[config.mk]
export PLATFORM = sky130hd
export DESIGN_NAME = npls_div
export DESIGN_NICKNAME = d
export VERILOG_FILES = /design/src/hw/rtl/npls_pkg.sv /design/src/hw/rtl/npls_div.sv
export SDC_FILE = /design/constraint.sdc
export NUM_CORES = 1
export LEC_CHECK = 0
export BUFFER_PORTS_ARGS = -buffer_cell sky130_fd_sc_hd__buf_4
export CORE_ASPECT_RATIO = 0.6
export CORE_MARGIN = 4
export CORE_UTILIZATION = 35
export CTS_CLUSTER_DIAMETER = 150
export CTS_CLUSTER_SIZE = 28
export DETAILED_ROUTE_END_ITERATION = 16
export HOLD_SLACK_MARGIN = 0.06
export PLACE_DENSITY = 0.51
export SYNTH_ARGS = -nofsm -noshare
export SYNTH_HDL_FRONTEND = slang
export SYNTH_SLANG_ARGS = --single-unit
[constraint.sdc]
create_clock -name clk -period 7.25 [get_ports clk]
set_clock_uncertainty 0.05 [all_clocks]
set_input_delay 0.3625 -clock clk [delete_from_list [all_inputs] [get_ports clk]]
set_output_delay 0.3625 -clock clk [all_outputs]
set_load 0.02 [all_outputs]
[src/hw/rtl/npls_pkg.sv]
// npls_pkg: shared widths, codes and payload types for the nearest point to line selector.
// Used by the digit-serial multiplier, the divider and the top level.
// No dependencies.
package npls_pkg;

  // Field widths
  localparam int CoordW   = 24;             // signed Q11.12 coordinate
  localparam int DiffW    = CoordW + 1;     // exact coordinate difference
  localparam int FracW    = 12;             // fraction bits of a coordinate
  localparam int DistW    = 40;             // Q.12 squared distance
  localparam int IdxW     = 8;              // reported run position
  localparam int CfgIdxW  = 3;              // register index
  localparam int CfgDataW = DistW;          // widest register

  // Datapath widths
  localparam int MagW     = 2 * DiffW;      // |cross component| and line length squared
  localparam int LenW     = MagW;           // sum of squared line differences
  localparam int DenW     = LenW + FracW;   // divisor L * 4096
  localparam int NumW     = DenW + DistW;   // numerator as the divider sees it
  localparam int ProdW    = 2 * MagW;       // one full product
  localparam int AccW     = NumW + 2;       // signed accumulator

  // Digit-serial multiplier
  localparam int DigitW      = 16;
  localparam int ShortDigits = (DiffW + DigitW - 1) / DigitW;
  localparam int LongDigits  = (MagW + DigitW - 1) / DigitW;
  localparam int ShortBW     = ShortDigits * DigitW;
  localparam int MulBW       = LongDigits * DigitW;
  localparam int DigCntW     = $clog2(LongDigits + 1);

  // Run limits and constants
  localparam int MaxCandidates = 256;
  localparam logic [DistW-1:0] ThresholdReset = DistW'(100 * (1 << FracW));
  localparam logic [DistW-1:0] DistMax        = {DistW{1'b1}};

  // Register indexes
  typedef enum logic [CfgIdxW-1:0] {
    CfgEndAX, CfgEndAY, CfgEndAZ, CfgEndBX, CfgEndBY, CfgEndBZ, CfgThreshold
  } cfg_reg_e;

  // Multiplier operations of one candidate, in issue order
  typedef enum logic [3:0] {
    OpLenX, OpLenY, OpLenZ,
    OpCxPos, OpCxNeg, OpCyPos, OpCyNeg, OpCzPos, OpCzNeg,
    OpSqX, OpSqY, OpSqZ
  } op_e;

  // Multiplier command
  typedef struct packed {
    logic                start;
    op_e                 tag;
    logic [MagW-1:0]     a;
    logic [MulBW-1:0]    b;       // left aligned, consumed MSB digit first
    logic [DigCntW-1:0]  digits;
    logic                neg;
    logic                clear;   // start a new sum with this product
  } mac_cmd_t;

  // Multiplier status
  typedef struct packed {
    logic ready;
    logic done;                   // accumulator holds the sum after tag
    op_e  tag;
  } mac_stat_t;

  // Channel payloads
  typedef struct packed {
    logic signed [CoordW-1:0] point_x;
    logic signed [CoordW-1:0] point_y;
    logic signed [CoordW-1:0] point_z;
    logic                     last_point;
  } point_t;

  typedef struct packed {
    logic [IdxW-1:0]  best_index;
    logic             found;
    logic [DistW-1:0] best_distance_sq;
  } result_t;

  typedef struct packed {
    logic [CfgIdxW-1:0]  index;
    logic [CfgDataW-1:0] data;
  } cfg_t;

endpackage

[src/hw/rtl/npls_div.sv]
// npls_div: bit-serial restoring divider, floor(num / (den * 4096)) saturated to 40 bits.
// One quotient bit per cycle after a saturation test made at start. Depends on npls_pkg.
module npls_div (
  input  logic                         clk,
  input  logic                         rst,
  input  logic                         start,
  input  logic [npls_pkg::NumW-1:0]    num,
  input  logic [npls_pkg::LenW-1:0]    den,
  output logic                         done,
  output logic [npls_pkg::DistW-1:0]   quot
);

  localparam int QCntW = $clog2(npls_pkg::DistW + 1);
  localparam logic [QCntW-1:0] QSteps = QCntW'(npls_pkg::DistW);

  logic [QCntW-1:0]            cnt;
  logic [npls_pkg::DenW-1:0]   rem;
  logic [npls_pkg::DistW-1:0]  num_sh;
  logic [npls_pkg::DenW-1:0]   den_r;
  logic [npls_pkg::DenW-1:0]   num_hi;
  logic [npls_pkg::DenW-1:0]   den_m;
  logic                        sat;
  logic [npls_pkg::DenW:0]     trial;
  logic [npls_pkg::DenW:0]     diff;
  logic                        ge;

  // Quotient reaches 2^40 exactly when the top part already covers the divisor;
  // a zero divisor saturates the same way
  assign num_hi = num[npls_pkg::NumW-1 -: npls_pkg::DenW];
  assign den_m  = {den, {npls_pkg::FracW{1'b0}}};
  assign sat    = (num_hi >= den_m);

  // Restoring step
  assign trial = {rem, num_sh[npls_pkg::DistW-1]};
  assign diff  = trial - {1'b0, den_r};
  assign ge    = (trial >= {1'b0, den_r});

  // Control
  always_ff @(posedge clk) begin
    if (rst) begin
      cnt  <= '0;
      done <= 1'b0;
    end else begin
      done <= 1'b0;
      if (start) begin
        cnt  <= sat ? '0 : QSteps;
        done <= sat;
      end else if (cnt != '0) begin
        cnt  <= cnt - 1'b1;
        done <= (cnt == QCntW'(1));
      end
    end
  end

  // Remainder, numerator bits and quotient
  always_ff @(posedge clk) begin
    if (start) begin
      rem    <= num_hi;
      num_sh <= num[npls_pkg::DistW-1:0];
      den_r  <= den_m;
      if (sat) begin
        quot <= npls_pkg::DistMax;
      end
    end else if (cnt != '0) begin
      rem    <= ge ? diff[npls_pkg::DenW-1:0] : trial[npls_pkg::DenW-1:0];
      num_sh <= num_sh << 1;
      quot   <= {quot[npls_pkg::DistW-2:0], ge};
    end
  end

endmodule

==> impl_metrics.yaml <==
setup_path:
  crit_buf_inv: 3
  rrSetupSlack_ps: 2880
  crit_family: "simple AND/OR/NAND/NOR gates"
  endpoint_kind: "flip-flop"
  crit_fanout: 40
  crit_slowest_cell: "nor2_4"
  crit_type: "input port to flip-flop"
  cp_num_cells: 13
  critical_path_arrival_ps: 4640
  crit_chain: "dlygate4sd3_1, buf_4, inv_1, ha_1, nor4b_1, nand4_1, nor4_1, nor4b_1, o211ai_1, a21oi_1, a221o_1, o31a_1, nor2_4"
  critPathLaunchType: "input port"
  r2r_cells: 11
  path_common_cell: "nor4b_1"
  cp.required_ps: 7270
  slowest_delay_ps: 830
sta:
  fmax_mhz: 216.6
  tns_ps: 0
  grt_setup_unrepaired: "no"
  fin_ws_ps: 2634
  max-slew-margin-rel: 0.2617
  period_minus_slack_ps: 4616
  layout_worst_path_cycle_share: 0.6367
  finalSetupViolCount: 0
  finalMaxSlewViolations: 0
  hold_violations: 0
  timing_worst_slew_pin_value_ps: 1105
grt:
  grt_remaining_overflow: 0
  grt_pass1_vias: 9181
  grt_pass1_wl_um: 52120
  grt_max_degree: 74
  grt_use_total: 0.1709
  antenna_found_initial: 5
power_and_ir_drop:
  ir_worst_vdd_mv: 0.2059
  p_leak_nw: 6.479
  power_density_nw_per_um2: 349.5
route:
  first_iter_violations: 711
  first_pass_iters: 5
  vias_per_cell: 5.044
  wl_per_cell_um: 17.90
  vias: 9367
  ant_nets: 0
  wirelength_um: 33240
  drc: 0
worst_hold_path:
  hp-class: "input port to flip-flop"
  whs_path_depth: 2
floorplanning:
  ios: 196
  die_y_um: 154.2
  die_w_um: 251.6
  coreArea_um2: 35080
  initial_core_util: 0.3553
  num_rows: 53
  die-area_um2: 38790
layout:
  synthToLayoutAreaGrowth_pct: 24.25
  final_nets: 1630
  fin_util: 0.4415
  n_fill_cell: 3344
  final_cell_mix: "buf_4, edfxtp_1, inv_1"
  drive_gt1_frac: 0.2671
  final_common_cell: "buf_4"
yosys:
  ys_ff_latch: 199
  ys_warn_count: 0
  syn_avg_cell_area_um2: 10.90
  synth_edf_count: 192
  seq_area_frac_synth: 0.4738
  syn_nets: 1402
  synth_top_flop_cell: "edfxtp_1"
  yosysUniqueCellTypes: 61
  syn_area_um2: 12460
  synth-async-reset-ratio: 0
  netlist_instances: 1144
clock_network:
  cts_tree: "done"
  cts_buffers: 17
  htreeDepth: 4
  clk_latency_ps: 460
  clock-sinks: 199
  ctsResizeCount: 0
  postCtsSetupRepairBufs: 0
  cts_root_buffer: "clkbuf_16"
  clk_pin_slew_ps: 80
  clock_path_buffers: 2
job:
  max_cap_violations: 0
placement:
  dp_slack_ps: 2517
  dp_hpwl_um: 25200
  place.gp.congestion: 0.8355
  io_buffers: 195
status:
  run_status: "finished, final reports clean"
## routing by layer
metal | up-vias | track usage | wire (µm)
met5 | - | 0 | 0
met4 | 0 | 0.04064 | 280
met3 | 15 | 0.03529 | 1796
met2 | 212 | 0.2233 | 12940
met1 | 4478 | 0.2809 | 18230
li1 | 4662 | - | -
## path summary, 6_finish.rpt
path	startpoint	end
worst min-delay path	num[0]	num_sh[0]
worst min register to register	cnt[1]	cnt[1]
worst max-delay path	den[1]	quot[33]
worst max register to register	rem[14]	rem[27]
## logic make-up (layout without fill, tap and decap cells)
kind of cell / count (synthesis) / after routing / share of synthesized area
mux: 89 / 89 / 0.07990
simple gates: 270 / 270 / 0.1148
fa+ha+maj: 103 / 103 / 0.1040
buf+inv: 163 / 404 / 0.05380
flops: 199 / 199 / 0.4738
compound gates: 271 / 271 / 0.1392
xor+xnor: 49 / 49 / 0.03443
other cells: 0 / 5 / 0
## synth_stat cells (5+ instances only)
cell / count / area share
a221o_1: 11 / 0.0088
o21bai_1: 9 / 0.0054
xnor2_1: 26 / 0.018
nand2_1: 40 / 0.012
inv_1: 119 / 0.036
nor2_1: 63 / 0.019
o21ai_0: 41 / 0.016
buf_1: 6 / 0.0018
dfxtp_1: 7 / 0.011
or3_1: 5 / 0.0025
buf_6: 5 / 0.0045
nor3_1: 19 / 0.0076
and3_1: 7 / 0.0035
nor3b_1: 12 / 0.0072
nand2b_1: 11 / 0.0055
a31oi_1: 6 / 0.0030
ha_1: 102 / 0.10
a21oi_1: 101 / 0.041
mux2_2: 84 / 0.076
nor2b_1: 9 / 0.0045
xor2_1: 23 / 0.016
mux2i_1: 5 / 0.0040
o21a_1: 5 / 0.0030
a21o_1: 47 / 0.028
buf_2: 8 / 0.0032
clkbuf_1: 22 / 0.0066
o211ai_1: 5 / 0.0030
nand3_1: 12 / 0.0048
or2_2: 44 / 0.022
edfxtp_1: 192 / 0.46
nor4_1: 6 / 0.0030
nand4_1: 28 / 0.014
## stage by stage
| step | hold slack, ps | instances | total power [mW] | cell area (µm²) |
|---|---|---|---|---|
| final | 133.6 | 1857 | 5.412 | 15490 |
| after global routing | 127.6 | 1857 | 5.825 | 15490 |
| after CTS | 107.6 | 1852 | 5.439 | 15470 |
| after detailed placement | 465.6 | 1769 | 4.359 | 14360 |
| after global placement | 456.9 | 1769 | 4.358 | 14360 |
| after floorplan | 389.2 | 1144 | 3.740 | 12460 |
## state kept, by name (all words and copies together), names as in the netlist
| register | count |
|---|---|
| quot | 40 |
| cnt | 6 |
| den_r | 50 |
| rem | 62 |
| done | 1 |
| num_sh | 40 |
## power by group
part / internal, mW / switching [mW] / total, mW
Sequential: 1.67 / 0.134 / 1.80
Clock: 0.525 / 0.495 / 1.02
Combinational: 1.10 / 1.49 / 2.59
## final cells by class
class                      count  area, µm²  area share
sequential                   199       5906      0.3813
tap                          467      584.3     0.03773
inverter                     119      449.2     0.02900
multi-input combinational    782       5896      0.3807
timing repair buffer         253       2033      0.1313
clock inverter                15      181.4     0.01171
antenna                        5      12.51   0.0008079
clock buffer                  17      425.4     0.02747
## repair_timing
item | in CTS | in global routing
endpoints found under the setup margin | 0 | 0
hold buffers | 51 | 0
hold endpoints to repair | 54 | 0
## worst register-to-register path, cell delays in order, from the launching register on
cell,delay [ps]
edfxtp_1,400
ha_1,400
nand3_1,100
a21oi_1,190
o211a_1,240
o21ai_2,140
o31a_1,320
o21a_1,260
o31ai_4,600
buf_4,700
mux2_2,470
mux2_2,270
Note: power is estimated with default switching activity, not from simulation.
