<file path="src/hw/rtl/npls_pkg.sv">
// npls_pkg: shared widths, codes and payload types for the nearest point to line selector.
// Used by the digit-serial multiplier, the divider and the top level.
// No dependencies.
package npls_pkg;

  // Field widths
  localparam int CoordW   = 24;             // signed Q11.12 coordinate
  localparam int DiffW    = CoordW + 1;     // exact coordinate difference
  localparam int FracW    = 12;             // fraction bits of a coordinate
  localparam int DistW    = 40;             // Q.12 squared distance
  localparam int IdxW     = 8;              // reported run position
  localparam int CfgIdxW  = 3;              // register index
  localparam int CfgDataW = DistW;          // widest register

  // Datapath widths
  localparam int MagW     = 2 * DiffW;      // |cross component| and line length squared
  localparam int LenW     = MagW;           // sum of squared line differences
  localparam int DenW     = LenW + FracW;   // divisor L * 4096
  localparam int NumW     = DenW + DistW;   // numerator as the divider sees it
  localparam int ProdW    = 2 * MagW;       // one full product
  localparam int AccW     = NumW + 2;       // signed accumulator

  // Digit-serial multiplier
  localparam int DigitW      = 16;
  localparam int ShortDigits = (DiffW + DigitW - 1) / DigitW;
  localparam int LongDigits  = (MagW + DigitW - 1) / DigitW;
  localparam int ShortBW     = ShortDigits * DigitW;
  localparam int MulBW       = LongDigits * DigitW;
  localparam int DigCntW     = $clog2(LongDigits + 1);

  // Run limits and constants
  localparam int MaxCandidates = 256;
  localparam logic [DistW-1:0] ThresholdReset = DistW'(100 * (1 << FracW));
  localparam logic [DistW-1:0] DistMax        = {DistW{1'b1}};

  // Register indexes
  typedef enum logic [CfgIdxW-1:0] {
    CfgEndAX, CfgEndAY, CfgEndAZ, CfgEndBX, CfgEndBY, CfgEndBZ, CfgThreshold
  } cfg_reg_e;

  // Multiplier operations of one candidate, in issue order
  typedef enum logic [3:0] {
    OpLenX, OpLenY, OpLenZ,
    OpCxPos, OpCxNeg, OpCyPos, OpCyNeg, OpCzPos, OpCzNeg,
    OpSqX, OpSqY, OpSqZ
  } op_e;

  // Multiplier command
  typedef struct packed {
    logic                start;
    op_e                 tag;
    logic [MagW-1:0]     a;
    logic [MulBW-1:0]    b;       // left aligned, consumed MSB digit first
    logic [DigCntW-1:0]  digits;
    logic                neg;
    logic                clear;   // start a new sum with this product
  } mac_cmd_t;

  // Multiplier status
  typedef struct packed {
    logic ready;
    logic done;                   // accumulator holds the sum after tag
    op_e  tag;
  } mac_stat_t;

  // Channel payloads
  typedef struct packed {
    logic signed [CoordW-1:0] point_x;
    logic signed [CoordW-1:0] point_y;
    logic signed [CoordW-1:0] point_z;
    logic                     last_point;
  } point_t;

  typedef struct packed {
    logic [IdxW-1:0]  best_index;
    logic             found;
    logic [DistW-1:0] best_distance_sq;
  } result_t;

  typedef struct packed {
    logic [CfgIdxW-1:0]  index;
    logic [CfgDataW-1:0] data;
  } cfg_t;

endpackage

</file>
<file path="src/hw/rtl/npls_mac.sv">
// npls_mac: digit-serial multiply-accumulate, one 16-bit digit of b per cycle, MSB first.
// The finished product is folded into a signed accumulator while the next one starts.
// Depends on npls_pkg.
module npls_mac (
  input  logic                               clk,
  input  logic                               rst,
  input  npls_pkg::mac_cmd_t                 cmd,
  output npls_pkg::mac_stat_t                stat,
  output logic signed [npls_pkg::AccW-1:0]   acc
);

  logic [npls_pkg::DigCntW-1:0]             steps;
  logic                                     fold;
  logic                                     done;
  logic [npls_pkg::MagW-1:0]                a_op;
  logic [npls_pkg::MulBW-1:0]               b_sh;
  logic                                     first;
  logic                                     neg;
  logic                                     clear;
  npls_pkg::op_e                            tag;
  logic                                     fold_neg;
  logic                                     fold_clear;
  npls_pkg::op_e                            fold_tag;
  npls_pkg::op_e                            done_tag;
  logic [npls_pkg::ProdW-1:0]               prod;
  logic [npls_pkg::MagW+npls_pkg::DigitW-1:0] partial;
  logic [npls_pkg::ProdW-1:0]               prod_next;
  logic signed [npls_pkg::AccW-1:0]         prod_ext;
  logic signed [npls_pkg::AccW-1:0]         term;

  // One digit partial product, Horner step
  assign partial   = a_op * b_sh[npls_pkg::MulBW-1 -: npls_pkg::DigitW];
  assign prod_next = (first ? '0 : (prod << npls_pkg::DigitW)) + npls_pkg::ProdW'(partial);

  // Signed term for the fold
  assign prod_ext = $signed(npls_pkg::AccW'(prod));
  assign term     = fold_neg ? -prod_ext : prod_ext;

  assign stat.ready = (steps == '0);
  assign stat.done  = done;
  assign stat.tag   = done_tag;

  // Control
  always_ff @(posedge clk) begin
    if (rst) begin
      steps <= '0;
      fold  <= 1'b0;
      done  <= 1'b0;
    end else begin
      fold <= (steps == npls_pkg::DigCntW'(1));
      done <= fold;
      if (cmd.start) begin
        steps <= cmd.digits;
      end else if (steps != '0) begin
        steps <= steps - 1'b1;
      end
    end
  end

  // Operands, product and accumulator
  always_ff @(posedge clk) begin
    if (cmd.start) begin
      a_op  <= cmd.a;
      b_sh  <= cmd.b;
      first <= 1'b1;
      neg   <= cmd.neg;
      clear <= cmd.clear;
      tag   <= cmd.tag;
    end else if (steps != '0) begin
      prod  <= prod_next;
      b_sh  <= b_sh << npls_pkg::DigitW;
      first <= 1'b0;
    end
    if (steps == npls_pkg::DigCntW'(1)) begin
      fold_neg   <= neg;
      fold_clear <= clear;
      fold_tag   <= tag;
    end
    if (fold) begin
      acc      <= (fold_clear ? '0 : acc) + term;
      done_tag <= fold_tag;
    end
  end

endmodule

</file>
<file path="config.mk">
export PLATFORM = sky130hd
export DESIGN_NAME = npls_mac
export DESIGN_NICKNAME = d
export VERILOG_FILES = /design/src/hw/rtl/npls_pkg.sv /design/src/hw/rtl/npls_mac.sv
export SDC_FILE = /design/constraint.sdc
export NUM_CORES = 2
export LEC_CHECK = 0
export ABC_CLOCK_PERIOD_IN_PS = 17000
export CAP_MARGIN = 10
export CORE_MARGIN = 4
export CORE_UTILIZATION = 35
export CTS_BUF_LIST = sky130_fd_sc_hd__clkbuf_2
export DETAILED_ROUTE_END_ITERATION = 10
export DONT_BUFFER_PORTS = 1
export PLACE_DENSITY_LB_ADDON = 0.25
export SLEW_MARGIN = 20
export SYNTH_ARGS = -nofsm -noshare
export SYNTH_HDL_FRONTEND = slang
export SYNTH_SLANG_ARGS = --single-unit
</file>
<file path="constraint.sdc">
create_clock -name clk -period 17 [get_ports clk]
set_input_delay 0.85 -clock clk [delete_from_list [all_inputs] [get_ports clk]]
set_output_delay 0.85 -clock clk [all_outputs]
set_load 0.005 [all_outputs]
</file>
==> impl_metrics.py <==
metrics = {
    "run_status": {
        "outcome": "completed",
    },
    "setup_path": {
        "path_class": "reg -> reg",
        "max_stage_delay_ns": 0.90,
        "cp_slowest_cell": "edfxtp_1",
        "worstReg2RegStart": "a_op[33]$_DFFE_PP_",
        "r2r_slack_ns": 8.57,
        "cp.arrival_ns": 9.61,
        "worstReg2RegEnd": "prod[98]$_DFFE_PP_",
        "required_ns": 18.19,
        "r2r_cells": 24,
        "cpMostUsedCell": "fa_1",
        "cp_max_fo": 16,
        "cp-end-kind": "flop",
        "worstPathCellList": "nand2_1 -> fa_1 -> inv_1 -> fa_1 -> inv_1 -> fa_1 -> inv_1 -> fa_1 -> fa_1 -> inv_1 -> fa_1 -> inv_1 -> ha_1 -> nand2_1 -> nor3_1 -> nand2_1 -> o211ai_1 -> a2111oi_0 -> a2111oi_0 -> buf_4 -> o21bai_1 -> a211oi_1 -> nand3_1 -> mux2_2",
        "start_kind": "flop",
    },
    "synth": {
        "synth_xor_area_share_pct": 5.091,
        "synth_compound_area_share_pct": 10.12,
        "synth_seq_cells": 340,
        "synthCells": 5298,
        "syn_avg_cell_area_sq_um": 9.152,
        "synth_top_family_by_area": "adder cells",
        "synthSimpleGateAreaFrac_pct": 16.85,
        "ys_seq_area_share_pct": 20.93,
        "async_flop_share_pct": 0,
        "synth_nets": 6405,
        "synthAdderAreaFrac_pct": 36.48,
        "ys_types": 66,
        "synth_edf_count": 334,
        "synth_area_sq_um": 48490,
        "synth_flop_cell": "edfxtp_1",
        "synth_warnings": 0,
        "synthMuxAreaShare_pct": 1.226,
    },
    "global_route": {
        "use_met2_pct": 31.87,
        "grt.met3_usage_pct": 3.981,
        "grt_pass1_vias": 38917,
        "gr-usage-met1_pct": 29.87,
        "grt_max_degree": 124,
        "grt_use_total_pct": 20.67,
        "grt-ovfl-total": 0,
        "grt_first_pass_wirelength_mm": 234.7,
        "antenna_found_initial": 5,
        "busiest_layer": "met2",
    },
    "timing": {
        "setup_viol": 0,
        "rsz0062_at_grt": "no",
        "slew_headroom_pct": 32.52,
        "hold_viol_final": 0,
        "fin_tns_setup_ns": 0,
        "period_minus_slack_ns": 8.426,
        "post-route-period-util_pct": 49.57,
        "finalMaxSlewViolations": 0,
        "worst_pin_slew_ns": 0.9868,
        "max_freq_mhz": 118.7,
        "finClkSkew_ns": 0.2270,
    },
    "clocking": {
        "clkTransAtPathRegs_ns": 0.12,
        "post_cts_resized": 0,
        "numCtsBuffers": 104,
        "cts_tree": "yes",
        "cts_hold_buf": 225,
        "cts_setup_buffers": 0,
        "h-tree-depth": 3,
        "cts_buffer_depth": 3,
        "cts_sinks": 340,
        "insertion_delay_ns": 1.46,
        "clockRootBuffer": "clkbuf_2",
    },
    "die": {
        "die_w_um": 380.2,
        "core-area_sq_um": 137500,
        "num_rows": 136,
        "initial_core_util_pct": 35.26,
        "die_y_um": 380.2,
        "die-area_sq_um": 144500,
        "ios": 236,
    },
    "route": {
        "wire_per_inst_um": 20.54,
        "vias_per_cell": 5.148,
        "wl_mm": 148.8,
        "final_antenna_net_count": 0,
        "drtIter0Drc": 2461,
        "vias": 37290,
        "post-route-drc-count": 0,
        "drt_first_pass_iters": 6,
    },
    "final_layout": {
        "nets": 6485,
        "syn2layout_area_growth_pct": 9.504,
        "nFillCells": 13914,
        "utilization_pct": 38.62,
        "drive_above_1_share_pct": 4.919,
    },
    "placed_design": {
        "gp_congestion": 0.9154,
        "io_buffers": 0,
        "hpwl_mm": 114.4,
    },
    "hold_path": {
        "min_path_cells": 2,
        "worstHoldEndpoint": "b_sh[0]$_SDFFCE_PN0P_",
        "hp-start": "cmd[5]",
        "hp-class": "in -> reg",
    },
    "run": {
        "drv_cap": 0,
    },
}
## worst max-delay path, delay by kind of cell, from the launching register on
| family | cells | cell delay (ns) |
|---|---|---|
| DFF | 1 | 0.90 |
| AOI/OAI and AO/OA | 5 | 1.98 |
| adders and majority gates | 7 | 3.55 |
| muxes | 1 | 0.31 |
| buffers and inverters | 6 | 0.50 |
| and+or+nand+nor | 5 | 0.88 |
## flip-flops by register name, indices dropped and copies added, names as in the netlist
signal / cells
clear: 1
b_sh: 64
prod: 100
tag: 4
fold_neg: 1
steps: 3
first: 1
fold_tag: 4
done: 1
fold: 1
fold_clear: 1
done_tag: 4
neg: 1
acc: 104
a_op: 50
## metrics by stage
step	worst slack [ns]	hold WS [ns]	instance area (sq um)	std cells
after floorplan	9.930	0.4003	48490	5298
after global placement	8.754	0.4008	49920	6841
after detailed placement	8.697	0.4045	49920	6841
after CTS	8.663	0.004372	53090	7242
after global routing	8.121	0.1321	53090	7244
final	8.574	0.2536	53090	7244
## cell usage in the layout (no fill, tap or decap), drive strengths merged, types with 168 or more instances in the layout
| master | netlist | routed |
|---|---|---|
| inv | 913 | 917 |
| and2 | 306 | 306 |
| xnor2 | 214 | 214 |
| dlygate4sd3 | 0 | 224 |
| edfxtp | 334 | 334 |
| a21oi | 256 | 256 |
| o21ai | 168 | 168 |
| ha | 260 | 260 |
| fa | 721 | 721 |
| nand2 | 721 | 721 |
## cell usage after synthesis (22+ instances only)
cell type | n | area [sq um]
edfxtp_1 | 334 | 10030
nand2_1 | 721 | 2706
and3_1 | 25 | 156.4
nor2b_1 | 152 | 950.9
xnor2_1 | 213 | 1866
nor2_1 | 147 | 551.8
or3_1 | 30 | 187.7
a31oi_1 | 22 | 137.6
xor2_1 | 67 | 586.8
a21oi_1 | 256 | 1281
nand3_1 | 39 | 195.2
a21o_1 | 107 | 803.3
nand2b_1 | 59 | 369.1
ha_1 | 260 | 3253
o21bai_1 | 53 | 397.9
o21ai_0 | 167 | 835.8
mux2_2 | 51 | 574.3
nor3_1 | 45 | 225.2
clkbuf_1 | 276 | 1036
and2_1 | 306 | 1914
fa_1 | 721 | 14430
nand4_1 | 82 | 513.0
o31ai_1 | 47 | 352.8
inv_1 | 913 | 3427
## kinds of logic (layout without fill, tap and decap cells)
kind of cell,Yosys count,count (layout)
other,0,2
xor gates and xnor gates,281,281
buffers and inverters,1197,1347
DFF,340,340
and+or+nand+nor,1661,1661
adders and majority gates,981,981
AOI/OAI and AO/OA,785,785
muxes,53,53
## per-layer routing
layer  part of all wire (%)  vias to the layer above
li1                       -                    17114
met1                     47                    18831
met2                     44                     1152
met3                    7.0                      189
met4                    2.2                        4
met5                  0.019                        -
## worst max path at each step
| stage | startpoint | end | depth (start not counted) |
|---|---|---|---|
| after global routing | b_sh[52]$_DFFE_PP_ | prod[98]$_DFFE_PP_ | 23 |
| after global placement | a_op[30]$_DFFE_PP_ | prod[98]$_DFFE_PP_ | 24 |
| after detailed placement | a_op[30]$_DFFE_PP_ | prod[98]$_DFFE_PP_ | 24 |
| after CTS | b_sh[55]$_DFFE_PP_ | prod[98]$_DFFE_PP_ | 23 |
| final | a_op[33]$_DFFE_PP_ | prod[98]$_DFFE_PP_ | 24 |
| after floorplan | b_sh[49]$_DFFE_PP_ | prod[98]$_DFFE_PP_ | 23 |
## final cells by class
class	instances	area, sq um	area share [%]
flip-flops and latches	340	10150	19.13
well taps	1794	2245	4.228
diodes	2	5.005	0.009426
clock inverters	28	158.9	0.2993
multi-input cells	3761	33850	63.75
clock buffers	148	740.7	1.395
repair buffers	258	2517	4.741
inverters	913	3427	6.455
Power is left out: the tool's default activity adds up to more than one toggle a clock period on the data nets, which glitch-free logic cannot reach.
